$ cat config.mk
export PLATFORM = sky130hd
export DESIGN_NAME = flood_check_suppression_table_unit
export DESIGN_NICKNAME = d
export VERILOG_FILES = /design/src/rtl/fcst_pkg.sv /design/src/rtl/fcst_cell.sv /design/src/rtl/flood_check_suppression_table_unit.sv
export SDC_FILE = /design/constraint.sdc
export NUM_CORES = 2
export LEC_CHECK = 0
export BUFFER_PORTS_ARGS = -buffer_cell sky130_fd_sc_hd__buf_2
export CAP_MARGIN = 30
export CORE_ASPECT_RATIO = 0.75
export CORE_MARGIN = 5
export CORE_UTILIZATION = 57
export CTS_BUF_LIST = sky130_fd_sc_hd__clkbuf_8
export CTS_CLUSTER_SIZE = 16
export DETAILED_ROUTE_END_ITERATION = 8
export PLACE_DENSITY_LB_ADDON = 0.2
export SKIP_CTS_REPAIR_TIMING = 1
export SYNTH_ARGS = -nofsm -noshare
export SYNTH_HDL_FRONTEND = slang
export SYNTH_SLANG_ARGS = --single-unit
$ cat constraint.sdc
create_clock -name i_clk -period 10.63 [get_ports i_clk]
set_input_delay 2.126 -clock i_clk [delete_from_list [all_inputs] [get_ports i_clk]]
set_output_delay 2.126 -clock i_clk [all_outputs]
set_load 0.01 [all_outputs]
$ cat src/rtl/fcst_pkg.sv
`timescale 1ns / 1ps
`default_nettype none

package fcst_pkg;

    // Default table depth
    localparam int TABLE_ENTRIES_DEF = 16;

    // One received check message
    typedef struct packed {
        logic [31:0] source_addr;
        logic [31:0] seq_num;
        logic [63:0] digest;
        logic [7:0]  hops_left;
        logic [31:0] neighbour_addr;
    } t_in;

    // One decision beat
    typedef struct packed {
        logic        do_forward;
        logic [7:0]  forward_hops;
        logic        want_interest;
        logic [31:0] interest_dest;
        logic        table_full;
    } t_out;

    // Search token handed from cell to cell
    typedef struct packed {
        logic        vld;
        logic        hit;
        logic        free;
        logic        fwd_vld;
        logic [31:0] fwd_seq;
        logic        seen_vld;
        logic [31:0] seen_seq;
    } t_scan;

    // Update command broadcast to the cells
    typedef struct packed {
        logic        en;
        logic        alloc;
        logic        set_fwd;
        logic        set_seen;
        logic [31:0] seq;
    } t_wr;

endpackage

`default_nettype wire

$ cat src/rtl/fcst_cell.sv
`timescale 1ns / 1ps
`default_nettype none

module fcst_cell
    import fcst_pkg::*;
#(
    parameter int IDX_W    = 4,
    parameter int CELL_IDX = 0
) (
    input  wire              i_clk,
    input  wire              i_rst_n,
    input  wire [31:0]       i_src,
    input  wire t_scan       i_scan,
    input  wire [IDX_W-1:0]  i_hit_idx,
    input  wire [IDX_W-1:0]  i_free_idx,
    output t_scan            o_scan,
    output logic [IDX_W-1:0] o_hit_idx,
    output logic [IDX_W-1:0] o_free_idx,
    input  wire t_wr         i_wr,
    input  wire [IDX_W-1:0]  i_wr_idx
);

    localparam logic [IDX_W-1:0] MY_IDX = IDX_W'(CELL_IDX);

    logic             r_used;
    logic [31:0]      r_tag;
    logic             r_seen_vld;
    logic [31:0]      r_seen_seq;
    logic             r_fwd_vld;
    logic [31:0]      r_fwd_seq;
    t_scan            r_scan;
    logic [IDX_W-1:0] r_hit_idx;
    logic [IDX_W-1:0] r_free_idx;

    t_scan            n_scan;
    logic [IDX_W-1:0] n_hit_idx;
    logic [IDX_W-1:0] n_free_idx;
    logic             w_sel;

    // Compare against this entry as the token passes
    always_comb begin
        n_scan     = i_scan;
        n_hit_idx  = i_hit_idx;
        n_free_idx = i_free_idx;
        if (i_scan.vld && !i_scan.hit) begin
            if (r_used && (r_tag == i_src)) begin
                n_scan.hit      = 1'b1;
                n_scan.fwd_vld  = r_fwd_vld;
                n_scan.fwd_seq  = r_fwd_seq;
                n_scan.seen_vld = r_seen_vld;
                n_scan.seen_seq = r_seen_seq;
                n_hit_idx       = MY_IDX;
            end else if (!r_used && !i_scan.free) begin
                n_scan.free = 1'b1;
                n_free_idx  = MY_IDX;
            end
        end
    end

    assign w_sel = i_wr.en && (i_wr_idx == MY_IDX);

    // Advance the token and update the valid marks
    always_ff @(posedge i_clk) begin
        if (!i_rst_n) begin
            r_scan     <= '0;
            r_used     <= 1'b0;
            r_seen_vld <= 1'b0;
            r_fwd_vld  <= 1'b0;
        end else begin
            r_scan <= n_scan;
            if (w_sel) begin
                r_used <= 1'b1;
                if (i_wr.set_fwd) begin
                    r_fwd_vld <= 1'b1;
                end else if (i_wr.alloc) begin
                    r_fwd_vld <= 1'b0;
                end
                if (i_wr.set_seen) begin
                    r_seen_vld <= 1'b1;
                end else if (i_wr.alloc) begin
                    r_seen_vld <= 1'b0;
                end
            end
        end
    end

    // Hold entry payload and token indexes
    always_ff @(posedge i_clk) begin
        r_hit_idx  <= n_hit_idx;
        r_free_idx <= n_free_idx;
        if (w_sel) begin
            r_tag <= i_src;
            if (i_wr.set_fwd) begin
                r_fwd_seq <= i_wr.seq;
            end
            if (i_wr.set_seen) begin
                r_seen_seq <= i_wr.seq;
            end
        end
    end

    assign o_scan     = r_scan;
    assign o_hit_idx  = r_hit_idx;
    assign o_free_idx = r_free_idx;

endmodule

`default_nettype wire

$ cat src/rtl/flood_check_suppression_table_unit.sv
`timescale 1ns / 1ps
`default_nettype none

// Channel   Direction  Handshake              Beat
// in        input      i_in_valid/o_in_stall  t_in (one check message)
// out       output     o_out_valid/i_out_stall t_out (one decision)
// cfg       input      i_cfg_wr_en            i_cfg_wr_data (local digest)
//
// For each message a search token walks the row of cells one entry per cycle,
// then the resolve step decides and writes back to the table.
// The decision beat is registered when the resolve step fires.
// Reset clears all valid marks at once; no clearing pass is needed.
// A stalled output holds the resolve step; the next message waits for it.

module flood_check_suppression_table_unit
    import fcst_pkg::*;
#(
    parameter int TABLE_ENTRIES = TABLE_ENTRIES_DEF
) (
    input  wire        i_clk,
    input  wire        i_rst_n,
    input  wire        i_in_valid,
    output logic       o_in_stall,
    input  wire t_in   i_in,
    output logic       o_out_valid,
    input  wire        i_out_stall,
    output t_out       o_out,
    input  wire        i_cfg_wr_en,
    input  wire [63:0] i_cfg_wr_data
);

    localparam int IDX_W = (TABLE_ENTRIES > 1) ? $clog2(TABLE_ENTRIES) : 1;

    localparam logic [1:0] ST_IDLE    = 2'd0;
    localparam logic [1:0] ST_SCAN    = 2'd1;
    localparam logic [1:0] ST_RESOLVE = 2'd2;

    logic [1:0]       r_state;
    logic [1:0]       n_state;
    t_in              r_q;
    logic             r_start;
    t_scan            r_res;
    logic [IDX_W-1:0] r_res_hit_idx;
    logic [IDX_W-1:0] r_res_free_idx;
    logic [63:0]      r_local_digest;
    logic             r_out_valid;
    t_out             r_out;

    t_scan            w_scan     [0:TABLE_ENTRIES];
    logic [IDX_W-1:0] w_hit_idx  [0:TABLE_ENTRIES];
    logic [IDX_W-1:0] w_free_idx [0:TABLE_ENTRIES];
    logic [TABLE_ENTRIES-1:0] w_tok;

    logic             w_in_acc;
    logic             w_fire;
    logic             w_full;
    logic             w_alloc;
    logic [IDX_W-1:0] w_idx;
    logic             w_fv;
    logic             w_sv;
    logic             w_fwd_new;
    logic             w_seen_new;
    logic             w_do_fwd;
    logic             w_interest;
    t_wr              w_wr;
    t_out             w_out;

    assign o_in_stall = (r_state != ST_IDLE);
    assign w_in_acc   = i_in_valid && !o_in_stall;

    // Inject an empty token at the head of the row
    always_comb begin
        w_scan[0]     = '0;
        w_scan[0].vld = r_start;
        w_hit_idx[0]  = '0;
        w_free_idx[0] = '0;
    end

    // Row of table cells
    for (genvar k = 0; k < TABLE_ENTRIES; k++) begin : g_cell
        fcst_cell #(
            .IDX_W    (IDX_W),
            .CELL_IDX (k)
        ) u_cell (
            .i_clk      (i_clk),
            .i_rst_n    (i_rst_n),
            .i_src      (r_q.source_addr),
            .i_scan     (w_scan[k]),
            .i_hit_idx  (w_hit_idx[k]),
            .i_free_idx (w_free_idx[k]),
            .o_scan     (w_scan[k+1]),
            .o_hit_idx  (w_hit_idx[k+1]),
            .o_free_idx (w_free_idx[k+1]),
            .i_wr       (w_wr),
            .i_wr_idx   (w_idx)
        );
        assign w_tok[k] = w_scan[k+1].vld;
    end

    // Decide from the search result
    always_comb begin
        w_full     = !r_res.hit && !r_res.free;
        w_alloc    = !r_res.hit && r_res.free;
        w_idx      = r_res.hit ? r_res_hit_idx : r_res_free_idx;
        w_fv       = r_res.hit && r_res.fwd_vld;
        w_sv       = r_res.hit && r_res.seen_vld;
        w_fwd_new  = !w_fv || (r_q.seq_num > r_res.fwd_seq);
        w_seen_new = !w_sv || (r_res.seen_seq < r_q.seq_num);
        w_do_fwd   = (r_q.hops_left > 8'd1) && w_fwd_new;
        w_interest = w_seen_new && (r_q.digest != r_local_digest);
        w_fire     = (r_state == ST_RESOLVE) && (!r_out_valid || !i_out_stall);

        w_wr.en       = w_fire && !w_full;
        w_wr.alloc    = w_alloc;
        w_wr.set_fwd  = w_do_fwd;
        w_wr.set_seen = w_seen_new;
        w_wr.seq      = r_q.seq_num;

        w_out.do_forward    = w_do_fwd;
        w_out.forward_hops  = w_do_fwd ? 8'(r_q.hops_left - 8'd1) : 8'd0;
        w_out.want_interest = w_interest;
        w_out.interest_dest = w_interest ? r_q.neighbour_addr : 32'd0;
        w_out.table_full    = w_full;
    end

    // Sequence one message at a time
    always_comb begin
        n_state = r_state;
        unique case (r_state)
            ST_IDLE: begin
                if (w_in_acc) begin
                    n_state = ST_SCAN;
                end
            end
            ST_SCAN: begin
                if (w_scan[TABLE_ENTRIES].vld) begin
                    n_state = ST_RESOLVE;
                end
            end
            ST_RESOLVE: begin
                if (w_fire) begin
                    n_state = ST_IDLE;
                end
            end
            default: n_state = ST_IDLE;
        endcase
    end

    // Control registers
    always_ff @(posedge i_clk) begin
        if (!i_rst_n) begin
            r_state        <= ST_IDLE;
            r_start        <= 1'b0;
            r_out_valid    <= 1'b0;
            r_local_digest <= 64'd0;
        end else begin
            r_state <= n_state;
            r_start <= w_in_acc;
            if (w_fire) begin
                r_out_valid <= 1'b1;
            end else if (!i_out_stall) begin
                r_out_valid <= 1'b0;
            end
            if (i_cfg_wr_en) begin
                r_local_digest <= i_cfg_wr_data;
            end
        end
    end

    // Hold message, search result and output beat
    always_ff @(posedge i_clk) begin
        if (w_in_acc) begin
            r_q <= i_in;
        end
        if ((r_state == ST_SCAN) && w_scan[TABLE_ENTRIES].vld) begin
            r_res          <= w_scan[TABLE_ENTRIES];
            r_res_hit_idx  <= w_hit_idx[TABLE_ENTRIES];
            r_res_free_idx <= w_free_idx[TABLE_ENTRIES];
        end
        if (w_fire) begin
            r_out <= w_out;
        end
    end

    assign o_out_valid = r_out_valid;
    assign o_out       = r_out;

    // Only one search token in the row
    a_one_token: assert property (@(posedge i_clk) disable iff (!i_rst_n)
        $onehot0(w_tok))
        else $error("more than one search token in the cell row");

    // Token reaches the end only while scanning
    a_tok_in_scan: assert property (@(posedge i_clk) disable iff (!i_rst_n)
        w_scan[TABLE_ENTRIES].vld |-> (r_state == ST_SCAN))
        else $error("search token left the row outside a scan");

    // Accepted message starts a scan
    a_acc_scan: assert property (@(posedge i_clk) disable iff (!i_rst_n)
        w_in_acc |=> (r_state == ST_SCAN) && r_start)
        else $error("accepted message did not start a scan");

    // New output beat only from the resolve step
    a_out_resolve: assert property (@(posedge i_clk) disable iff (!i_rst_n)
        $rose(o_out_valid) |-> ($past(r_state) == ST_RESOLVE))
        else $error("output beat raised outside resolve");

endmodule

`default_nettype wire

==> run metrics <==
status complete, no violations; GR Overflow Total 0; CP startpoint kind flip-flop; worst hold path class flip-flop to flip-flop; reg2reg start r_q[123]; WP depth 12; syn nets 7493; endpoints failing setup 0; Avg Cell Area, Syn 15.5 um^2; # IOs roughly 280; placed cell areas about 120000 um^2; CP Class flip-flop to flip-flop; flop-to-flop setup slack approximately 6 ns; worst path cell trace buf_4, inv_1, ha_1, a2111oi_0, o21ai_1, o2111ai_1, and3_1, buf_4, o211ai_1, buf_4, buf_4, nor2_4; fmax roughly 220 MHz; WP buf/inv 5; Core ar. around 200000 um^2; Final Skew a little over 0.06 ns; root buf cell clkbuf_8; VDD IR-drop max approximately 0.00015 V; FF+latch area around 80000 um^2; Worst path max stage delay 0.79 ns; Post-synth EDFFs 1823; FF+latch count, synth approximately 3100; design area 126000 um^2; Gate Count Post-Synth 7191; die footprint between 200000 and 250000 um^2; IO buf count 281; die height roughly 400 um; ys flop type edfxtp_1; Slew Limit Fails 0; Worst Path Max Fanout 34; Seq/Total Area, Yosys 0.728; RD Place Congestion slightly below 0.8; CP arrival 5.12 ns; row cnt 140; 1st-iter DRT viols between 4000 and 5000; clock tree buffer depth 4; multi-input logic area between 20000 and 30000 um^2; Initial DRT Pass Iterations 5; HPWL after detailed placement 136000 um; WL final 224000 um; Most common cell on crit path buf_4; via count roughly 55000; Setup TNS Final 0 ns; largest net degree at the start of global routing between 200 and 300; CP top delay family buffers and inverters; Setup crit end g_cell[4].u_cell.r_seen_seq[9]; max-cap violation count 0; asr flop ratio synth 0; Die Width around 520 um; number of CTS-inserted buffers 460; routed len/inst 20.9 um; Crit-path slowest cell nor2_4; Synth area leader edfxtp_1; initial antenna violation count 21; antenna-violating nets left 0; vias in the first global route 56300; Initial Util 0.573; Leak about 43 nW; share of cells above drive strength 1 0.150; synth warn 0; H-tree depth 5; Layout fillers 13800; Critical Path End Type flip-flop; CTS tree yes; first-pass GRT wire length about 340000 um; clock slew at reported path FFs around 0.070 ns; Worst slew margin 0.107; Sink Count approximately 3100; worst r2r dst g_cell[4].u_cell.r_seen_seq[9]; Slew @ Worst Pin 1.34 ns; Post-Syn Area about 110000 um^2; most common cell after layout, fill and taps aside edfxtp_1; vias per inst 5.17; Area Growth Syn to Fin 12.8%; commonest non-fill, non-tap cells in the layout 1823 x edfxtp_1, 1318 x dfxtp_1, 1093 x nor2b_1; Skew-Pair Late Insertion Delay about 1.1 ns; PD cells 182 nW/um^2; drt drc 0; Final Critical Period around 4.5 ns; post-synthesis cell type count 54; R2R depth 12; GRT Total Usage 0.218; Final Hold Viols 0; required time worst endpoint approximately 11 ns; CP startpoint r_q[123]; dominant cells by area after synthesis edfxtp_1 49%, dfxtp_1 24%, mux2i_1 9.5%; post-synth top area share 0.492; RSZ-0062 raised after global routing false; Final #Nets slightly above 8000; crit share post-route 0.421
per-stage QoR:
stage	worst slack [ns]	util	total power, mW	instances	hold WS [ns]
floorplan	0.823	-	13.5	7191	0.386
global placement	5.55	0.597	13.8	9861	0.386
detailed placement	5.88	0.599	13.8	9874	0.389
CTS	6.13	0.646	23.1	10700	0.399
global route	5.90	0.647	23.8	10700	0.409
finish	6.16	0.647	22.9	10700	0.393
sequential cells by signal (all words and copies together) (netlist names), 49 cells and up:
name,count
g_cell.u_cell.o_hit_idx,49
r_res,68
g_cell.u_cell.r_seen_seq,512
r_q,168
g_cell.u_cell.r_tag,512
g_cell.u_cell.r_fwd_seq,512
r_local_digest,64
g_cell.u_cell.o_scan,1104
g_cell.u_cell.o_free_idx,49
cell type report:
class	instances	share of cell area
well taps	2556	0.0255
clock inverters	292	0.0116
clock buffers	556	0.0609
repair buffers	480	0.0262
inverters	89	0.00266
diodes	7	0.000139
flip-flops and latches	3141	0.646
multi-input cells	3613	0.227
layer usage:
metal	global-route usage	vias to the layer above	routed length [um]
met1	0.352	27000	114000
li1	-	26600	-
met5	0	-	90
met2	0.303	1479	91800
met4	0.0557	14	4200
met3	0.0423	384	14000
worst reg2reg max path, stage by stage, from the launching register on:
cell       delay (ns)
edfxtp_1         0.32
buf_4            0.38
inv_1            0.17
ha_1             0.30
a2111oi_0        0.38
o21ai_1          0.13
o2111ai_1        0.12
and3_1           0.19
buf_4            0.33
o211ai_1         0.27
buf_4            0.33
buf_4            0.32
nor2_4           0.82
cells by family (layout without fill, tap and decap cells):
kind of cell	count (synthesis)	after routing	share of synthesized area
XOR/XNOR	573	573	0.0451
AND/OR/NAND/NOR	1756	1756	0.0949
other	0	7	0
adder cells (fa/ha/maj)	65	65	0.00730
flip-flops	3141	3141	0.728
buffers and inverters	437	1417	0.0184
multiplexers	1055	1055	0.0948
AO/OA/AOI/OAI	164	164	0.0111
where the power goes:
part	switching (mW)	internal (mW)	leakage, nW
clock network	4.35	4.96	5.40
registers	0.0333	12.9	27.1
logic	0.416	0.213	10.2
cells in the mapped netlist, types with 52 or more instances:
cell,number
mux2i_1,1055
and2_1,99
xor2_1,531
nor2_1,93
nor4_1,127
o21a_1,52
inv_1,89
nor2b_1,1095
nor3_1,58
buf_2,79
clkbuf_1,188
edfxtp_1,1823
ha_1,65
buf_4,72
nand3_1,59
dfxtp_1,1318
nand2_1,55
or2_2,58
worst min path at each step:
stage,from,to,slack (ns),depth (start not counted)
finish,g_cell[15].u_cell.o_scan[20],r_res[20],0.39,0
global route,g_cell[15].u_cell.o_scan[10],r_res[10],0.41,0
CTS,g_cell[15].u_cell.o_scan[40],r_res[40],0.40,0
detailed placement,g_cell[15].u_cell.o_scan[10],r_res[10],0.39,0
global placement,g_cell[15].u_cell.o_scan[1],r_res[1],0.39,0
floorplan,g_cell[15].u_cell.o_scan[0],r_res[0],0.39,0
No activity file was read; power rests on OpenSTA's default activity.
